$ cat src/design/tile_average_pixelation_defines.svh
// Assertion macros used by the top-level design file.
`ifndef TILE_AVERAGE_PIXELATION_DEFINES_SVH
`define TILE_AVERAGE_PIXELATION_DEFINES_SVH

// Same-cycle implication, checked on every rising edge outside reset.
`define TAP_ASSERT_NOW(lbl, ante, cons) \
  lbl: assert property (@(posedge clk) disable iff (!rst_n) (ante) |-> (cons)) \
    else $error("assertion failed: same-cycle check");

// Next-cycle implication, checked on every rising edge outside reset.
`define TAP_ASSERT_NEXT(lbl, ante, cons) \
  lbl: assert property (@(posedge clk) disable iff (!rst_n) (ante) |=> (cons)) \
    else $error("assertion failed: next-cycle check");

`endif

$ cat src/design/tap_ram.sv
module tap_ram #(
  parameter int WIDTH = 8,
  parameter int DEPTH = 16
) (
  input  logic                     clk,
  input  logic                     we,
  input  logic [$clog2(DEPTH)-1:0] waddr,
  input  logic [WIDTH-1:0]         wdata,
  input  logic                     re,
  input  logic [$clog2(DEPTH)-1:0] raddr,
  output logic [WIDTH-1:0]         rdata
);

  logic [WIDTH-1:0] mem [DEPTH];

  always_ff @(posedge clk) begin
    if (we) begin
      mem[waddr] <= wdata;
    end
    if (re) begin
      rdata <= mem[raddr];
    end
  end

endmodule

$ cat config.mk
export PLATFORM = sky130hd
export DESIGN_NAME = tap_ram
export DESIGN_NICKNAME = d
export VERILOG_FILES = /design/src/design/tile_average_pixelation_defines.svh /design/src/design/tap_ram.sv
export SDC_FILE = /design/constraint.sdc
export NUM_CORES = 1
export LEC_CHECK = 0
export BUFFER_PORTS_ARGS = -buffer_cell sky130_fd_sc_hd__buf_2
export CAP_MARGIN = 40
export CORE_AREA = 5 5 121 89
export CTS_BUF_LIST = sky130_fd_sc_hd__clkbuf_8
export DETAILED_ROUTE_END_ITERATION = 8
export DIE_AREA = 0 0 126 94
export GPL_TIMING_DRIVEN = 0
export HOLD_SLACK_MARGIN = 0.1
export PLACE_DENSITY = 0.76
export SYNTH_ARGS = -nofsm -noshare
export SYNTH_HDL_FRONTEND = slang
export SYNTH_SLANG_ARGS = --single-unit
$ cat constraint.sdc
create_clock -name clk -period 1.8 [get_ports clk]
set_clock_uncertainty 0.1 [all_clocks]
set_input_delay 0.36 -clock clk [delete_from_list [all_inputs] [get_ports clk]]
set_output_delay 0.36 -clock clk [all_outputs]
set_load 0.01 [all_outputs]
==> flow_summary_export.csv <==
group,metric,value,unit
outcome,status,"finished clean",
finish,drive_above_1_share,28.72,%
cts,post_cts_buffers,0,
timing,finalWorstSetupSlack,0.06214,ns
detailed_routing,viasPerCell,5.911,
synthesis,synth_fp_nets,248,
global_routing,grt.met1_usage,27.68,%
finish,syn2layout_area_growth,13.07,%
critical_path,cp-end-kind,"flip-flop",
min_path,hp-start,"re",
timing,rsz0062_at_grt,"false",
timing,finalCritPeriodShare,96.55,%
critical_path,worst-setup-path-type,"input pin to flip-flop",
min_path,min-delay-path-class,"input pin to flip-flop",
cts,hold_buffers,0,
timing,drv_slew,0,
flow_run,max_cap_viol_count,0,
critical_path,timing.rr.start,"mem[5][3]",
critical_path,r2r_end,"rdata[3]",
critical_path,r2r_cells,3,
floorplanning,coreArea,9459,sq um
pwr,power,0.006326,W
detailed_routing,ant_nets,0,
floorplanning,die_area,11840,sq um
detailed_routing,wire_per_inst,23.75,um
synthesis,synth_area_per_cell,22.83,sq um
cts,cts.repair.resized,0,
floorplanning,pin_count,27,
placement,dp.cells,385,
pwr,vdd_drop_max,0.5988,mV
synthesis,synth-compound-area-share,2.298,%
global_routing,grt_pass1_vias,2473,
cts,cts_sinks,136,
synthesis,synth-seq-cells,136,
floorplanning,die_x,126,um
cts,cts_tree,"done",
finish,fill_cells,660,
timing,fin_crit,1.738,ns
synthesis,synth_area_leaders,"edfxtp_1 (78%), mux4_2 (7.8%), mux4_1 (7.0%), a22oi_1 (2.3%), nor2_1 (0.93%)",
synthesis,synth_cells,229,
critical_path,start_kind,"input pin",
timing,timing_hold_violations_final,0,
pwr,total_leakage_power,1.974,nW
global_routing,grt_max_degree,17,
synthesis,synth_top_family_by_area,"multiplexers",
cts,htreeDepth,4,
synthesis,synthMuxAreaShare,14.79,%
critical_path,arrival,1.69,ns
floorplanning,initial_core_util,55.26,%
floorplanning,die_h,94,um
global_routing,grt_use_met2,25.40,%
pwr,p_per_area,1070,nW/um^2
timing,worstMarginPinSlew,0.8577,ns
synthesis,synth-adder-area-share,0,%
detailed_routing,initialDrtViolationCount,188,
critical_path,worstSetupEndpoint,"mem[3][1]",
timing,finalSetupTns,0,ns
cts,clockBufferDepth,2,
timing,max_slew_margin,42.61,%
floorplanning,num_rows,30,
global_routing,track_usage,18.35,%
global_routing,grt_busiest_layer,"met1",
critical_path,crit_fanout,8,
global_routing,grt_pass1_wl,15.12,mm
cts,clk_pin_slew,0.07,ns
synthesis,synth-simple-area-share,3.135,%
detailed_routing,vias,2465,
placement,dpl_worst_slack,-0.3716,ns
finish,n_antenna_cell,0,
finish,nets,295,
synthesis,synth_area,5228,sq um
cts,numCtsBuffers,17,
synthesis,yosysWarningCount,0,
detailed_routing,first_pass_iters,4,
cts,clk-insertion-delay-late,0.43,ns
synthesis,synth_top_area_cell,"edfxtp_1",
cts,clockRootBuffer,"clkbuf_8",
critical_path,required,1.75,ns
placement,port_buffers,25,
placement,hpwlAfterDp,6.413,mm
timing,finalSetupViolCount,0,
synthesis,ys_seq_area_share,78.12,%
synthesis,synth_cell_types,18,
finish,stdcell_count,417,
global_routing,antenna_found_initial,0,
synthesis,synth-xor-area-share,0,%
synthesis,synth_top_area_share,78.12,%
placement,gp_congestion,0.7193,
detailed_routing,drc_errors,0,
critical_path,startpoint,"waddr[2]",
global_routing,grtUsageMet3,5.739,%
global_routing,grt-ovfl-total,0,
detailed_routing,routed_wl,9.903,mm
critical_path,reg2reg_slack,0.14,ns
timing,fmax,575.4,MHz
==> worst min-delay path by stage <==
stage	endpoint	slack [ns]	cells past startpoint
2_1_floorplan	mem[0][0]	0.36	0
3_3_place_gp	rdata[2]	0.60	1
3_5_place_dp	rdata[3]	0.61	1
4_1_cts	rdata[2]	0.15	1
5_1_grt	rdata[2]	0.14	1
6_report	rdata[2]	0.18	1
==> cell usage in the layout, fill, tap and decap left out, drive strengths merged <==
cell type,Yosys,layout
nor3,4,4
nand3,1,1
inv,0,3
buf,7,35
nand2b,2,2
nor2b,1,1
clkdlybuf4s25,3,3
nand2,9,9
and2,1,1
or3b,1,1
clkbuf,0,17
mux4,32,32
clkinv,0,8
bufinv,0,3
edfxtp,136,136
a22oi,16,16
nand3b,2,2
clkinvlp,0,1
nor2,13,13
and2b,1,1
==> layer usage <==
metal,vias up,part of all wire [%]
met1,1272,46
met2,107,45
li1,1074,-
met4,0,1.1
met3,12,7.5
met5,-,0
==> critical path: stages <==
cell and delay (ns):
buf_2 0.12, or3b_2 0.52, nor2_1 0.68
==> power breakdown <==
| part | internal (W) | total, W | switching (W) |
|---|---|---|---|
| Clock | 0.00132 | 0.00240 | 0.00108 |
| Sequential | 0.00357 | 0.00358 | 0.0000144 |
| Combinational | 0.000138 | 0.000344 | 0.000205 |
==> through the flow <==
step           hold slack, ns  area [sq um]  utilization (%)
4_1_cts                0.1500          5911            62.49
2_1_floorplan          0.3589          5233                -
5_1_grt                0.1418          5911            62.49
3_5_place_dp           0.6138          5533            58.49
6_report               0.1808          5911            62.49
3_3_place_gp           0.6049          5518            58.33
==> cell type report <==
class                           count  area [sq um]  area share (%)
Buffer                             10         86.33           1.461
Clock buffer                       17         234.0           3.959
Clock inverter                     15         143.9           2.434
Multi-Input combinational cell     83          1062           17.97
Sequential cell                   136          4084           69.09
Tap cell                          128         160.2           2.710
Timing Repair Buffer               28         140.1           2.371
==> state kept, by name, summed over array words and instances (netlist names) <==
signal  flops
rdata       8
mem       128
==> Yosys cell counts, drive strengths merged <==
library cell	n
edfxtp	136
mux4	32
a22oi	16
nor2	13
nand2	9
buf	7
nor3	4
clkdlybuf4s25	3
nand2b	2
nand3b	2
and2	1
and2b	1
nand3	1
nor2b	1
or3b	1
==> logic make-up (layout without fill, tap and decap cells) <==
kind of cell           after synthesis  after routing
AOI/OAI and AO/OA                   16             16
and+or+nand+nor                     35             35
buffers and inverters               10             70
muxes                               32             32
DFF                                136            136
Power figures use the tool's default switching activity.
