--- src/design/tile_average_pixelation_defines.svh ---
// Assertion macros used by the top-level design file.
`ifndef TILE_AVERAGE_PIXELATION_DEFINES_SVH
`define TILE_AVERAGE_PIXELATION_DEFINES_SVH

// Same-cycle implication, checked on every rising edge outside reset.
`define TAP_ASSERT_NOW(lbl, ante, cons) \
  lbl: assert property (@(posedge clk) disable iff (!rst_n) (ante) |-> (cons)) \
    else $error("assertion failed: same-cycle check");

// Next-cycle implication, checked on every rising edge outside reset.
`define TAP_ASSERT_NEXT(lbl, ante, cons) \
  lbl: assert property (@(posedge clk) disable iff (!rst_n) (ante) |=> (cons)) \
    else $error("assertion failed: next-cycle check");

`endif

--- src/design/tap_pkg.sv ---
package tap_pkg;

  localparam int MAX_WIDTH  = 2048;
  localparam int MAX_TILE   = 64;
  localparam int MAX_HEIGHT = 4096;

  localparam int PIX_W   = 8;
  localparam int SUM_W   = 20;
  localparam int AREA_W  = 13;
  localparam int TCOL_W  = 10;
  localparam int TROW_W  = 11;
  localparam int TSIZE_W = 7;
  localparam int COL_W   = 11;
  localparam int ROW_W   = 12;
  localparam int CIT_W   = 6;
  localparam int WREG_W  = 12;
  localparam int HREG_W  = 13;
  localparam int CFG_W   = 13;
  localparam int CIDX_W  = 2;

  localparam int SLOTS   = 1024;
  localparam int STEP_W  = 5;

  localparam logic [CIDX_W-1:0] CFG_IMAGE_WIDTH  = 2'd0;
  localparam logic [CIDX_W-1:0] CFG_IMAGE_HEIGHT = 2'd1;
  localparam logic [CIDX_W-1:0] CFG_TILE_SIZE    = 2'd2;

  localparam logic [WREG_W-1:0]  RST_WIDTH  = 12'd640;
  localparam logic [HREG_W-1:0]  RST_HEIGHT = 13'd480;
  localparam logic [TSIZE_W-1:0] RST_TILE   = 7'd8;

  localparam logic [PIX_W-1:0] PIX_MAX = 8'd255;

endpackage

--- src/design/tap_div.sv ---
module tap_div
  import tap_pkg::*;
(
  input  logic              clk,
  input  logic              rst_n,
  input  logic              start,
  input  logic [SUM_W-1:0]  dividend,
  input  logic [AREA_W-1:0] divisor,
  output logic              busy,
  output logic [PIX_W-1:0]  quot
);

  // Restoring division, one quotient bit per cycle.
  logic [SUM_W-1:0]  acc_r;
  logic [AREA_W-1:0] rem_r;
  logic [AREA_W-1:0] div_r;
  logic [STEP_W-1:0] cnt_r;
  logic              busy_r;
  logic [AREA_W:0]   trial;
  logic              take;

  assign trial = {rem_r, acc_r[SUM_W-1]};
  assign take  = (trial >= {1'b0, div_r});

  always_ff @(posedge clk) begin
    if (!rst_n) begin
      busy_r <= 1'b0;
      cnt_r  <= '0;
    end else if (start) begin
      busy_r <= 1'b1;
      cnt_r  <= STEP_W'(SUM_W);
      acc_r  <= dividend;
      rem_r  <= '0;
      div_r  <= divisor;
    end else if (busy_r) begin
      acc_r <= {acc_r[SUM_W-2:0], take};
      rem_r <= take ? AREA_W'(trial - {1'b0, div_r}) : trial[AREA_W-1:0];
      cnt_r <= cnt_r - STEP_W'(1);
      if (cnt_r == STEP_W'(1)) begin
        busy_r <= 1'b0;
      end
    end
  end

  assign busy = busy_r;
  assign quot = (acc_r > SUM_W'(PIX_MAX)) ? PIX_MAX : acc_r[PIX_W-1:0];

endmodule

--- config.mk ---
export PLATFORM = sky130hd
export DESIGN_NAME = tap_div
export DESIGN_NICKNAME = d
export VERILOG_FILES = /design/src/design/tile_average_pixelation_defines.svh /design/src/design/tap_pkg.sv /design/src/design/tap_div.sv
export SDC_FILE = /design/constraint.sdc
export NUM_CORES = 1
export LEC_CHECK = 0
export BUFFER_PORTS_ARGS = -buffer_cell sky130_fd_sc_hd__buf_2
export CAP_MARGIN = 20
export CORE_ASPECT_RATIO = 1.2
export CORE_MARGIN = 4
export CORE_UTILIZATION = 50
export DETAILED_ROUTE_END_ITERATION = 10
export GPL_TIMING_DRIVEN = 0
export HOLD_SLACK_MARGIN = 0.03
export PLACE_DENSITY = 0.72
export SYNTH_ARGS = -nofsm -noshare
export SYNTH_HDL_FRONTEND = slang
export SYNTH_SLANG_ARGS = --single-unit
--- constraint.sdc ---
create_clock -name clk -period 3.42 [get_ports clk]
set_clock_uncertainty 0.1 [all_clocks]
set_input_delay 0.684 -clock clk [delete_from_list [all_inputs] [get_ports clk]]
set_output_delay 0.684 -clock clk [all_outputs]
set_load 0.02 [all_outputs]
==> results by group <==
Floorplan
  – I/O pins: 45
  – # rows: 29
  – Die footprint: 0.00692 mm^2
  – Die H: 90.3 um
  – Initial Utilization: 52.6%
  – Core Box Area: 0.00537 mm^2
  – Die W: 76.6 um

Timing
  – Post-layout min period: 2.66 ns
  – Hold Vio Cnt, Final: 0
  – Slew Limit Fails: 0
  – RSZ-0062 raised after global routing: false
  – Period utilisation layout: 77.8%
  – Sum Neg Setup Slack: 0 ns
  – Least-Margin Pin Slew: 0.838 ns
  – # setup viols final: 0
  – Max Freq: 376 MHz
  – Worst relative slew slack: 44.1%

Final layout
  – Fillers: 460
  – Number of diodes: 0
  – Share of layout cells above drive strength 1: 32.4%
  – Non-Filler Instances: 343
  – Total Nets Final: 332
  – Most frequent cells in the layout: edfxtp_1, buf_2, mux2_2, nor2_1, inv_1
  – Commonest non-fill, non-tap cell in the layout: edfxtp_1
  – Synthesis-to-finish area growth: 14.9%

Route
  – DRT Wirelength: 5230 um
  – DR WL/cell: 15.2 um
  – Post-route DRC violation count: 0
  – Routed vias/inst: 5.33
  – Iter 0 DRT Violations: 105
  – First-pass DRT Iterations: 5
  – Final ANT Viol Nets: 0
  – Via count: 1828

Setup path
  – Worst EP required: 3.39 ns
  – Worst path slowest cell: fa_1
  – Crit path cell chain: inv_1, ha_1, inv_1, fa_1, a211oi_2, o21ai_2, o211ai_2, nand3_2, buf_4, mux2_2
  – Crit-path max FO: 10
  – WP buf/inv: 3
  – Most used cell, CP: inv_1
  – Setup crit end kind: register
  – Top delay family on crit path: compound AO/OA/AOI/OAI gates
  – Critical Path Max Stage Delay: 0.44 ns
  – Critical path arrival: 2.63 ns
  – Critical path startpoint category: register
  – Setup CP Type: register to register

Global route
  – Total global-route track usage: 15.3%
  – Initial antenna violation count: 0
  – Global-route wire length before repair: 8580 um
  – GRT Residual Overflow: 0
  – Number of global-route vias before repair: 1850
  – Largest net degree at the start of global routing: 35

Logic synthesis
  – Sequential fraction of the synthesis area: 53.1%
  – Yosys top cell by area: edfxtp_1
  – Top FF cell, synth: edfxtp_1
  – Number of synthesized register bits: 52
  – Top post-synthesis cells by area: edfxtp_1, mux2_2, ha_1, dfxtp_1, xnor2_1
  – Synth Instances: 230
  – Mapped cell area: 0.00283 mm^2
  – Synth top area share: 48.9%
  – Number of distinct library cells after synthesis: 45
  – Synth warn: 0
  – Post-synth EDFFs: 46
  – Syn avg cell area: 12.3 um^2
  – Post-synth ARST share: 0%
  – Post-synthesis net count: 282

Clock network
  – CTS H-Tree Depth: 2
  – Clock-pin slew on the worst setup and hold paths: 0.10 ns
  – Root Driver: clkbuf_8
  – Clock tree buffer depth: 2
  – Resized Gates After CTS: 0
  – Number of buffers created by CTS: 5
  – Insertion delay of the later-clocked pin in the worst-skew pair: 0.30 ns
  – CTS Hold Bufs: 0
  – Clk sinks: 52
  – Post-CTS Setup Bufs: 0
  – TritonCTS clock tree: done

Pwr
  – Power per cell area: 487 mW/mm^2
  – Switch Pwr: 406 uW
  – Logic pwr share: 21.9%
  – Sw frac: 25.7%
  – Leak: 1.32 nW
  – Internal: 1.18 mW
  – Clock share of power: 28.8%
  – Peak VDD IR: 0.317 mV
  – Sequential power share: 49.3%

Hold path
  – Hold Path Class: register to register

Flow run
  – Max-cap violations: 0

Place
  – PortBufs: 43
  – Cell count after placement: 335
  – Hpwl dp: 3750 um
  – Global placer's final weighted congestion: 0.798

Outcome
  – Status: complete, no violations
[cells in the mapped netlist, types with 2 or more instances]
master / number
a211oi_1: 4
or2_2: 9
mux2_2: 20
edfxtp_1: 46
o21a_1: 6
nand2_1: 7
a21oi_1: 8
o32a_1: 2
ha_1: 15
dfxtp_1: 6
and3_1: 2
nand2b_1: 3
xor2_1: 4
a31oi_1: 2
nor2_1: 20
o211ai_1: 2
inv_1: 19
clkbuf_1: 5
mux2i_1: 7
nand3_1: 4
nor4_1: 3
xnor2_1: 9
a21oi_2: 2
a21o_1: 4
[power groups by stage]
| stage | registers, mW | clock network (mW) | logic [mW] |
|---|---|---|---|
| finish | 0.779 | 0.456 | 0.347 |
| global route | 0.785 | 0.497 | 0.387 |
| CTS | 0.780 | 0.465 | 0.348 |
| detailed placement | 0.794 | 0 | 0.345 |
| global placement | 0.793 | 0 | 0.338 |
| floorplan | 0.787 | 0 | 0.270 |
[layer usage]
layer,share of wire [%],routed length (um),global-route usage (%),vias to the layer above
li1,-,-,-,937
met2,49,2550,25.8,39
met5,0,0,0,-
met4,0.46,24,4.53,0
met1,46,2400,19.7,850
met3,4.8,253,3.29,2
[kinds of logic after synthesis]
kind of cell,Yosys count,synth area share (%)
DFF,52,53.1
AOI/OAI and AO/OA,41,11.3
and+or+nand+nor,55,9.88
adders and majority gates,16,7.35
muxes,27,10.5
buffers and inverters,26,3.85
xor gates and xnor gates,13,4.03
[final timing paths]
path	from	end	slack (ns)	cells after the start
worst max register to register	acc_r[19]	acc_r[0]	0.76	10
worst max-delay path	acc_r[19]	acc_r[0]	0.76	10
worst min register to register	cnt_r[1]	cnt_r[1]	0.40	2
worst min-delay path	cnt_r[1]	cnt_r[1]	0.40	2
[per-stage QoR]
stage / hold slack, ns / area, um^2 / util, % / power (mW) / setup WS [ns]
global placement: 0.381 / 3120 / 58.1 / 1.13 / 0.591
finish: 0.401 / 3250 / 60.4 / 1.58 / 0.758
CTS: 0.399 / 3250 / 60.4 / 1.59 / 0.744
detailed placement: 0.390 / 3120 / 58.1 / 1.14 / 0.749
global route: 0.421 / 3250 / 60.4 / 1.67 / 0.586
floorplan: 0.368 / 2830 / - / 1.06 / 0.940
[worst min-delay path, stage by stage, from the launching register on]
cell      delay (ns)
dfxtp_1         0.33
nor2_1          0.08
a211oi_1        0.05
[sequential cells by signal, indices dropped and copies added (netlist names)]
signal  cells
acc_r      20
busy        1
cnt_r       5
div_r      13
rem_r      13
[cell type report]
class | count | area [um^2] | share of cell area, %
Buffer | 7 | 37.5 | 1.16
Clock buffer | 7 | 96.3 | 2.97
Clock inverter | 1 | 30.0 | 0.925
Inverter | 19 | 71.3 | 2.20
Multi-Input combinational cell | 152 | 1220 | 37.5
Sequential cell | 52 | 1500 | 46.3
Tap cell | 62 | 77.6 | 2.39
Timing Repair Buffer | 43 | 215 | 6.63
Power figures use the tool's default switching activity.
